[config.mk]
export PLATFORM = sky130hd
export DESIGN_NAME = fpa_cell
export DESIGN_NICKNAME = d
export VERILOG_FILES = /design/src/sv/fpa_pkg.sv /design/src/sv/fpa_cell.sv
export SDC_FILE = /design/constraint.sdc
export NUM_CORES = 1
export LEC_CHECK = 0
export BUFFER_PORTS_ARGS = -buffer_cell sky130_fd_sc_hd__buf_2
export CAP_MARGIN = 20
export CORE_ASPECT_RATIO = 1.75
export CORE_MARGIN = 2
export CORE_UTILIZATION = 35
export DETAILED_ROUTE_END_ITERATION = 10
export HOLD_SLACK_MARGIN = 0.08
export SLEW_MARGIN = 40
export SYNTH_ARGS = -nofsm -noshare
export SYNTH_HDL_FRONTEND = slang
export SYNTH_SLANG_ARGS = --single-unit
[constraint.sdc]
create_clock -name clk_i -period 0.8 [get_ports clk_i]
set_input_delay 0.12 -clock clk_i [delete_from_list [all_inputs] [get_ports clk_i]]
set_output_delay 0.12 -clock clk_i [all_outputs]
set_load 0.1 [all_outputs]
[src/sv/fpa_pkg.sv]
// shared types and constants for the q24.8 fixed-point alu
package fpa_pkg;

  localparam int unsigned DefaultFracBits = 8;
  localparam int unsigned WordW = 32;
  localparam int unsigned OpW = 4;

  typedef enum logic [OpW-1:0] {
    OP_ADD   = 4'd0,
    OP_SUB   = 4'd1,
    OP_MUL   = 4'd2,
    OP_DIV   = 4'd3,
    OP_MIN   = 4'd4,
    OP_MAX   = 4'd5,
    OP_INC   = 4'd6,
    OP_DEC   = 4'd7,
    OP_ITOF  = 4'd8,
    OP_FTOI  = 4'd9,
    OP_NONE1 = 4'd10,
    OP_NONE2 = 4'd11,
    OP_NONE3 = 4'd12,
    OP_NONE4 = 4'd13,
    OP_NONE5 = 4'd14,
    OP_NONE6 = 4'd15
  } op_e;

  // state carried along the divider chain, one slot per cell
  typedef struct packed {
    logic             vld;
    logic [OpW-1:0]   op;
    logic [WordW-1:0] res;   // result of the non-divide ops
    logic             gt;
    logic             lt;
    logic             eq;
    logic             dz;
    logic             neg;   // quotient sign
    logic [63:0]      rem;   // pending dividend bits, next one at bit DivW-1
    logic [WordW-1:0] prem;  // partial remainder, below the divisor whenever the divisor is nonzero
    logic [WordW-1:0] quo;   // quotient bits so far (wrapped)
    logic [WordW-1:0] dvs;   // divisor magnitude
  } slot_t;

endpackage

[src/sv/fpa_cell.sv]
// one restoring-division cell: retires one quotient bit per cycle while en_i is high
module fpa_cell import fpa_pkg::*; #(
  parameter int unsigned DivW = 40
) (
  input  logic  clk_i,
  input  logic  rst_ni,
  input  logic  en_i,
  input  slot_t slot_i,
  output slot_t slot_o
);

  slot_t slot_d, slot_q;
  logic [WordW:0] trial;
  logic [WordW:0] part;

  // bring down the next dividend bit and try to subtract the divisor
  always_comb begin
    slot_d = slot_i;
    part   = {slot_i.prem, slot_i.rem[DivW-1]};
    trial  = part - {1'b0, slot_i.dvs};
    slot_d.rem = {slot_i.rem[62:0], 1'b0};
    if (!trial[WordW]) begin
      slot_d.prem = trial[WordW-1:0];
    end else begin
      slot_d.prem = part[WordW-1:0];
    end
    slot_d.quo = {slot_i.quo[WordW-2:0], ~trial[WordW]};
  end

  always_ff @(posedge clk_i or negedge rst_ni) begin
    if (!rst_ni) begin
      slot_q <= '0;
    end else if (en_i) begin
      slot_q <= slot_d;
    end
  end

  assign slot_o = slot_q;

endmodule

After elaboration in Yosys (flattened, before gate mapping)

Cells that the tools add are included.

$add $sub $neg: 1
Mux-type cells: 1
Bitwise logic cells: 1

Operator list:

| cell                                           | count |
|---|---|
| 33-bit by 32-bit subtractor with 33-bit output | 1 |
| 32-bit 2-to-1 mux                              | 1 |
| 1-bit NOT                                      | 1 |

Register bits: 201
Input bits: 205
Logic and storage cells: 15

Logic depth before layout (Yosys ltp)

Gate-level depths: netlist (run 1).

Word-level depth: 2
Depth in mapped cells: 13
Gate-level depth less buffers: 12

Worst setup path after synthesis (run 1)

Ideal clock, no wire load.

Path kind: input-to-reg
Start point: input port slot_i[17] (netlist bit)
End point: register slot_q, in the netlist slot_o[66]
Setup time: 0.140 ns
Arrival: 2.546 ns
Path slack: -1.886 ns
Cell stages on the path: 13
Path buffers: 2
Cells stage by stage: inv_1 -> ha_1 -> buf_6 -> a21o_1 -> a21o_1 -> or3_1 -> a21oi_1 -> a21oi_2 -> a311oi_4 -> xnor2_4 -> buf_6 -> mux2i_1 -> a21oi_1

Longest elaborated chain between the ends: 2

Ends and longest elaborated chain:

| what                                           | line           | source |
|---|---|---|
| start, declared                                | fpa_cell.sv:8  | `input slot_t slot_i,` |
| 33-bit by 32-bit subtractor with 33-bit output | fpa_cell.sv:20 | `trial = part - {1'b0, slot_i.dvs};` |
| 32-bit 2-to-1 mux                              | fpa_cell.sv:22 | `if (!trial[WordW]) begin` |
| end signal, assigned                           | fpa_cell.sv:34 | `slot_q <= slot_d;` |
| end, declared                                  | fpa_cell.sv:12 | `slot_t slot_d, slot_q;` |

Every way passes these cells.
A chain may end at the register's enable or synchronous reset.

Final worst setup path (run 1)

Start point: input port slot_i[135] (netlist bit)
End point: register slot_q, in the netlist slot_o[85]

The elaborated chain is that of the path after synthesis.

==> reports/metrics.yaml, run 1 <==
ys_warn_count: 0
synth.avg_cell_area_um2: 12.29
crit_start: "slot_i[135]"
hold_path_class: "primary input to flip-flop"
clock_path_buffers: 3
switching_share_pct: 41.31
die_h_um: 223.2
final_core_util_pct: 74.58
grt_pass1_wl_mm: 57.50
grt_util_met3_pct: 6.163
seq_power_share_pct: 29.9
setup_slack_ps: -1435
postRouteAntennaNets: 0
pin_count: 407
internal-power_mw: 26.28
min_period_ps: 2235
yosysMostFrequentCell: "dfrtp_1"
core_region_area_mm2: 0.02713
p_per_area_mw_per_mm2: 2213
post_dp_cell_area_mm2: 0.01693
ctsHoldBuffers: 197
cts_tree: "done"
max_freq_mhz: 447.4
synth-edff-count: 0
initial_utilization_pct: 35.43
ys_top_cells_by_count: "201 x dfrtp_1, 168 x mux2_2, 51 x a21oi_1"
overflow: 0
clk_pin_slew_ps: 60
finClkSkew_ps: 0
grt_busiest_layer: "met2"
insertion_delay_ps: 520
hold_start: "slot_i[0]"
violations: "negative hold slack, negative setup slack"
dp_hpwl_mm: 25.68
syn_to_final_growth_pct: 110.5
dpl.cell_count: 1662
dieWidth_um: 129.3
grt_pass1_vias: 10660
synth_flop_cell: "dfrtp_1"
syn_nets: 1020
whs_ps: -148.5
cts.sinks: 201
power.leakage_nw: 9.096
grt_max_degree: 49
peakVddDrop_v: 0.002304
vias: 9375
path_class: "primary input to flip-flop"
drt_pass1_iterations: 6
required_ps: 1190
drv_cap: 0
met2_usage_pct: 48.86
place_congestion: 0.8975
fin_setup_tns_ps: -157980
ys_types: 56
finalWirelength_mm: 39.26
critPathMaxFanout: 11
slew_viol_final: 0
vias_per_cell: 4.830
finalHoldViolCount: 2
power.switching_mw: 18.50
clockPowerShare_pct: 22.5
cts_made_buffers: 21
synthTopCellsByArea: "dfrtp_1 52%, mux2_2 20%, ha_1 4.2%"
drtIter0Drc: 293
root_buffer: "clkbuf_16"
wl_per_cell_um: 20.23
synth-seq-cells: 201
worstPathArrival_ps: 2620
start_kind: "primary input"
finish.instance_area_mm2: 0.02023
die-area_mm2: 0.02886
setup_viol: 401
period_share_pct: 279.4
regToRegStartpoint: "slot_o[111]"
rows: 80
synth_top_cell_area_share_pct: 52.33
drive_above_1_share_pct: 65.35
largest_register_ff_count: 201
status: "finished with violations"
finalNetCount: 1787
port_buffers: 403
async_reset_ff_share_pct: 100.0
syn_area_mm2: 0.009612
antenna_found_initial: 8
grt_use_met1_pct: 25.16
cp-end-kind: "flip-flop"
yosysTopAreaCell: "dfrtp_1"
fin_cells: 1941
rsz0062_at_grt: "yes"
drc: 0
rrSetupSlack_ps: -300
synthCells: 782
htree_levels: 1
ys_seq_area_share_pct: 52.33
grt_usage_pct: 25.77
power_frac_comb_pct: 47.7
## stage by stage
stage               worst slack, ps  total power, mW  hold WS, ps
finish                        -1435            44.78       -148.5
global route                  -1517            46.12       -162.1
CTS                           -1353            44.37       -162.3
detailed placement            -2018            33.12        4.675
global placement              -1998            32.88        2.581
floorplan                     -1665            24.75       -175.6
## cells by family (layout without fill, tap and decap cells)
kind of cell,count (synthesis),in the layout,synth area share (%)
flip-flops,201,201,52.33
AND/OR/NAND/NOR,110,110,5.194
AO/OA/AOI/OAI,135,135,9.087
adder cells (fa/ha/maj),33,33,4.374
multiplexers,195,195,22.60
other,1,9,0.03901
buffers and inverters,79,861,3.632
XOR/XNOR,28,28,2.747
## cell type report
class | instances | area (µm²)
timing repair buffer | 783 | 8681
fill | 1607 | 6895
sequential | 201 | 5687
multi-input combinational | 502 | 4537
clock buffer | 25 | 550.5
tap | 369 | 461.7
inverter | 40 | 165.2
clock inverter | 13 | 128.9
antenna | 8 | 20.02
## worst paths after layout
path,end,depth (start not counted)
max in group asynchronous,slot_o[14],3
min in group asynchronous,slot_o[195],2
worst min-delay path,slot_o[0],2
worst max register to register,slot_o[111],3
worst min register to register,slot_o[72],2
worst max-delay path,slot_o[85],15
## routing by layer
| layer | part of all wire (%) | up-vias |
|---|---|---|
| met5 | 0 | - |
| met4 | 5.1 | 0 |
| met3 | 6.0 | 107 |
| met2 | 56 | 360 |
| met1 | 32 | 4626 |
| li1 | - | 4282 |
## power groups by stage
| stage | Combinational [mW] | Sequential [mW] | Clock, mW |
|---|---|---|---|
| 6_report | 21.3 | 13.4 | 10.1 |
| 5_1_grt | 22.0 | 13.5 | 10.6 |
| 4_1_cts | 20.9 | 13.3 | 10.2 |
| 3_5_place_dp | 19.6 | 13.5 | 0 |
| 3_3_place_gp | 19.5 | 13.4 | 0 |
| 2_1_floorplan | 3.17 | 21.6 | 0 |
## worst max-delay path: stages
cell and delay, ps:
buf_12 110, inv_12 40, ha_4 130, fa_2 200, nand2b_4 140, a21oi_4 60
o31a_4 330, a21oi_4 190, a21oi_4 80, a311oi_4 360, xnor2_4 170, buf_12 160
buf_8 150, mux2i_2 260, a21oi_1 100
## cells in the final DEF (no fill, tap or decap), types with 16 or more instances in the layout
master / count
clkbuf_16: 21
dfrtp_2: 27
a21oi_1: 44
dlygate4sd3_1: 197
buf_4: 154
buf_12: 215
buf_6: 18
nor2_1: 44
inv_1: 37
nand2_1: 25
buf_2: 195
o21ai_0: 16
mux2_2: 134
dfrtp_4: 166
ha_1: 26
mux2i_1: 23
mux2_4: 36
xnor2_1: 20
## repair_timing
| item | CTS | global route |
|---|---|---|
| buffers inserted | 19 | 20 |
| endpoints found under the hold margin | 399 | 7 |
| resized for setup | 32 | 58 |
| pin swaps | 8 | 19 |
| cloned | 2 | 0 |
| setup endpoints to repair | 402 | 402 |
(Power assumes the default switching activity.)
==> run 2: changes to the inputs <==
--- a/config.mk
+++ b/config.mk
@@ -6,12 +6,12 @@
 export NUM_CORES = 1
 export LEC_CHECK = 0
 export BUFFER_PORTS_ARGS = -buffer_cell sky130_fd_sc_hd__buf_2
-export CAP_MARGIN = 20
 export CORE_ASPECT_RATIO = 1.75
 export CORE_MARGIN = 2
 export CORE_UTILIZATION = 35
 export DETAILED_ROUTE_END_ITERATION = 10
 export HOLD_SLACK_MARGIN = 0.08
+export RECOVER_POWER = 50
 export SLEW_MARGIN = 40
 export SYNTH_ARGS = -nofsm -noshare
 export SYNTH_HDL_FRONTEND = slang
==> reports/metrics.yaml, run 2 (synthesis gave the netlist of run 1 again) <==
period_share_pct: 279.6  # about the same
slew_viol_final: 0  # unchanged
final_core_util_pct: 74.56  # about the same
drive_above_1_share_pct: 65.35  # unchanged
p_per_area_mw_per_mm2: 2214  # about the same
max_stage_delay_ps: 360  # about the same
finalWirelength_mm: 39.28  # about the same
drt_pass1_iterations: 7  # +1
grt_max_degree: 49  # unchanged
die_h_um: 223.2  # unchanged
crit_top_cell: "a21oi_4"
grt_usage_pct: 25.77  # unchanged
root_buffer: "clkbuf_16"
rows: 80  # unchanged
clock_path_buffers: 3  # unchanged
relSlewSlack_pct: 56.10
die-area_mm2: 0.02886  # unchanged
vias: 9367  # -0.085%
min_period_ps: 2237  # +1.420 ps
crit_family: "compound AO/OA/AOI/OAI gates"
max_freq_mhz: 447.1  # about the same
initial_utilization_pct: 35.43  # unchanged
post_dp_cell_area_mm2: 0.01693  # unchanged
finClkSkew_ps: 0  # unchanged
start_kind: "primary input"
power.leakage_nw: 9.093  # about the same
fin_cells: 1942  # +0.052%
whs_ps: -148.5  # -0.004000 ps
wl_per_cell_um: 20.23  # about the same
postRouteAntennaNets: 0  # unchanged
syn_to_final_growth_pct: 110.4  # about the same
fin_setup_tns_ps: -161570  # -3588 ps
final_cell_mix: "215 x buf_12, 197 x dlygate4sd3_1, 195 x buf_2"
vias_per_cell: 4.823  # -0.14%
clk_pin_slew_ps: 60  # about the same
violations: "negative hold slack, negative setup slack"
finalHoldViolCount: 2  # unchanged
overflow: 0  # unchanged
crit_chain: "buf_12 > inv_12 > ha_4 > fa_2 > nand2b_4 > a21oi_4 > o31a_4 > a21oi_4 > a21oi_4 > a311oi_4 > xnor2_4 > buf_12 > buf_8 > mux2i_2 > a21oi_1"
total_power_mw: 44.77  # about the same
status: "finished with violations"
hold_path_class: "primary input to flip-flop"
required_ps: 1190  # about the same
place_ws_ps: -2018  # unchanged
cts.sinks: 201  # unchanged
htree_levels: 1  # unchanged
core_region_area_mm2: 0.02713  # unchanged
largest_register_ff_count: 201  # unchanged
fillers: 1610  # +0.19%
crit_slowest_cell: "a311oi_4"
dpl.cell_count: 1662  # unchanged
antenna_found_initial: 8  # unchanged
drv_cap: 0  # unchanged
finish.instance_area_mm2: 0.02022  # about the same
drtIter0Drc: 292  # -0.34%
drc: 0  # unchanged
dp_hpwl_mm: 25.68  # unchanged
ctsHoldBuffers: 197  # unchanged
insertion_delay_ps: 520  # about the same
cp-end-kind: "flip-flop"
setup_slack_ps: -1437  # -1.420 ps
grt_pass1_vias: 10660  # unchanged
place_congestion: 0.8975  # unchanged
rsz0062_at_grt: "yes"
port_buffers: 403  # unchanged
finalNetCount: 1787  # unchanged
critPathMaxFanout: 11  # unchanged
worstPathArrival_ps: 2630  # about the same
critPathBufInv: 4  # unchanged
dieWidth_um: 129.3  # unchanged
worst_slew_pin_slew_ps: 658.6
cts_tree: "done"
cts_made_buffers: 21  # unchanged
path_class: "primary input to flip-flop"
setup_viol: 496  # +24%
grt_pass1_wl_mm: 57.50  # unchanged
final_common_cell: "buf_12"
pin_count: 407  # unchanged
peakVddDrop_v: 0.002304  # about the same
[run 2: cell count changes in the layout (fill, tap and decap cells not counted)]
cell      delta
clkbuf_2     +1
clkbuf_8     -1
diode_2      +1
[run 2: repair_timing]
action,in CTS,in global routing
setup buffers,19,20
endpoints found under the hold margin,399,7
cloned,2,0
endpoints found under the setup margin,402,402
pin swaps,8,19
gates resized for setup,32,58
[run 2: worst reg2reg max path, stage by stage, from the launching register on]
cell and delay, ps:
dfrtp_4 500, buf_6 130, buf_6 100, mux2_2 260
[run 2: final cells by class]
type                    instances  area, µm²  area share [%]
diodes                          9      22.52          0.1114
multi-input cells             502       4537           22.43
clock inverters                13      128.9          0.6372
well taps                     369      461.7           2.283
repair buffers                783       8672           42.88
clock buffers                  25      550.5           2.722
inverters                      40      165.2          0.8166
flip-flops and latches        201       5687           28.12
[run 2: worst paths after layout]
| kind | start | end | slack [ps] | depth (start not counted) |
|---|---|---|---|---|
| worst max-delay path | slot_i[135] | slot_o[85] | -1440 | 15 |
| worst min-delay path | slot_i[0] | slot_o[0] | -150 | 2 |
| max in group asynchronous | rst_ni | slot_o[14] | -80 | 3 |
| worst max register to register | slot_o[111] | slot_o[111] | -300 | 3 |
| worst min register to register | slot_o[72] | slot_o[72] | 540 | 2 |
| min in group asynchronous | rst_ni | slot_o[195] | 160 | 2 |
[run 2: where the power goes]
part	total, mW	internal [mW]	leakage [nW]	switching [mW]
Clock	10.1	5.62	0.339	4.44
Sequential	13.4	12.0	2.16	1.42
Combinational	21.3	8.71	6.59	12.6
[run 2: metal layers]
layer	GRT usage (%)	share of wire (%)	vias up
met2	48.86	57	360
met1	25.16	32	4621
met5	0	0	-
met4	13.22	5.1	0
li1	-	-	4281
met3	6.163	6.2	105
==> run 3: changes to the inputs <==
==> constraint.sdc (replaced) <==
create_clock -name clk_i -period 2 [get_ports clk_i]
set_input_delay 0.3 -clock clk_i [delete_from_list [all_inputs] [get_ports clk_i]]
set_output_delay 0.3 -clock clk_i [all_outputs]
set_load 0.1 [all_outputs]
==> reports/metrics.yaml, run 3 (synthesis gave the netlist of run 1 again) <==
status: "finished with violations"
violations: "max-capacitance violations, max-slew violations, negative setup slack"
final_cell_mix: "391 x buf_2, 201 x dfrtp_1, 173 x dlygate4sd3_1"
finish.instance_area_mm2: 0.01590  # -21%
rows: 80  # unchanged
drtIter0Drc: 231  # -21%
required_ps: 2390  # +1200 ps
grt_usage_pct: 22.36  # -3.4 points
relSlewSlack_pct: -7.204  # -63 points
drv_cap: 1  # +1
cts_made_buffers: 21  # unchanged
clk_pin_slew_ps: 60  # about the same
dieWidth_um: 129.3  # unchanged
vias_per_cell: 4.719  # -2.2%
root_buffer: "clkbuf_16"
dp_hpwl_mm: 23.41  # -8.9%
finalWirelength_mm: 32.44  # -17%
drive_above_1_share_pct: 52.67  # -13 points
setup_viol: 33  # -93%
power.leakage_nw: 7.715  # -15%
insertion_delay_ps: 500  # -20 ps
postRouteAntennaNets: 0  # unchanged
port_buffers: 403  # unchanged
critPathMaxFanout: 7  # -4
finClkSkew_ps: 0  # unchanged
die-area_mm2: 0.02886  # unchanged
post_dp_cell_area_mm2: 0.01306  # -23%
cts_tree: "done"
path_class: "primary input to flip-flop"
drc: 0  # unchanged
finalNetCount: 1725  # -3.5%
cts.sinks: 201  # unchanged
largest_register_ff_count: 201  # unchanged
rsz0062_at_grt: "yes"
core_region_area_mm2: 0.02713  # unchanged
regArea_mm2: 0.005030  # -12%
grt_pass1_vias: 9683  # -9.1%
worst_slew_pin_slew_ps: 1608  # +949.5 ps
vias: 8834  # -5.7%
fillers: 2208  # +37%
total_power_mw: 15.82  # -65%
drt_pass1_iterations: 4  # -3
overflow: 0  # unchanged
min_period_ps: 2303
p_per_area_mw_per_mm2: 994.9  # -55%
whs_ps: 100.6  # +249.1 ps
initial_utilization_pct: 35.43  # unchanged
finalHoldViolCount: 0  # -2
place_ws_ps: -968.2  # +1050 ps
start_kind: "primary input"
setup_slack_ps: -303.3  # +1133 ps
worstPathArrival_ps: 2690  # +60 ps
grt_max_degree: 57  # +16%
hold_path_class: "primary input to flip-flop"
slew_viol_final: 54  # +54
syn_to_final_growth_pct: 65.46
pin_count: 407  # unchanged
clock_path_buffers: 3  # unchanged
period_share_pct: 115.2
wl_per_cell_um: 17.33  # -14%
peakVddDrop_v: 0.0009998  # -57%
multiInputGateArea_mm2: 0.004473  # -1.4%
antenna_found_initial: 5  # -3
cp-end-kind: "flip-flop"
place_congestion: 0.8527  # -5.0%
htree_levels: 1  # unchanged
max_freq_mhz: 434.2
die_h_um: 223.2  # unchanged
grt_pass1_wl_mm: 50.27  # -13%
final_common_cell: "buf_2"
## run 3: cell types whose count changed in the layout (fill, tap and decap cells not counted), moves of 10 or more
| cell | before | now |
|---|---|---|
| buf_12 | 215 | 10 |
| buf_2 | 195 | 391 |
| dfrtp_1 | 8 | 201 |
| dfrtp_4 | 166 | 0 |
| mux2_4 | 36 | 2 |
| mux2_2 | 134 | 167 |
| buf_4 | 154 | 127 |
| dfrtp_2 | 27 | 0 |
| dlygate4sd3_1 | 197 | 173 |
| buf_6 | 18 | 8 |
## run 3: final cells by class
cell class	count	area share, %
clock inverter	11	1.188
antenna	3	0.04720
timing repair buffer	721	31.53
clock buffer	25	3.525
multi-input combinational	502	28.13
inverter	40	1.054
tap	369	2.903
sequential	201	31.63
## run 3: per-stage QoR
step	cells	util, %	setup TNS, ps
floorplan	782	-	-20010
global placement	1641	48.13	-26890
detailed placement	1641	48.13	-28470
CTS	1863	58.25	-8446
global route	1870	58.61	-12320
finish	1872	58.63	-8140
## run 3: what timing repair did
item | 4_1_cts | 5_1_grt
pin swaps | 13 | 16
gates resized for setup | 31 | 25
cloned | 1 | 0
hold buffers | 173 | 0
setup buffers | 12 | 7
endpoints found under the hold margin | 221 | 0
endpoints found under the setup margin | 33 | 33
## run 3: critical path, cell delays in order
cell and delay, ps:
buf_2 120, ha_4 240, a21o_1 190, a21o_1 170, or3_1 320, a21oi_2 190, a21oi_4 60, a311oi_4 300
xnor2_4 210, buf_12 170, buf_12 130, mux2i_2 190, a21oi_1 80
## run 3: where the power goes
group,total (mW),switching [mW],internal (mW),leakage (nW)
Combinational,6.72,4.91,1.81,5.01
Clock,4.32,1.67,2.65,0.362
Sequential,4.79,0.247,4.54,2.34
## run 3: final timing paths
check,from,to,slack (ps),depth (start not counted)
worst max-delay path,slot_i[80],slot_o[91],-300,13
worst min-delay path,slot_i[77],slot_o[78],100,3
worst max register to register,slot_o[165],slot_o[165],1160,1
worst min register to register,slot_o[87],slot_o[87],500,2
max in group asynchronous,rst_ni,slot_o[75],260,3
min in group asynchronous,rst_ni,slot_o[136],730,2
## run 3: layer usage
metal	wire [µm]	vias to the layer above	GRT usage [%]
met2	17950	292	42.34
li1	-	4162	-
met4	1654	6	10.87
met1	10920	4275	22.22
met3	1870	99	5.204
met5	40	-	0
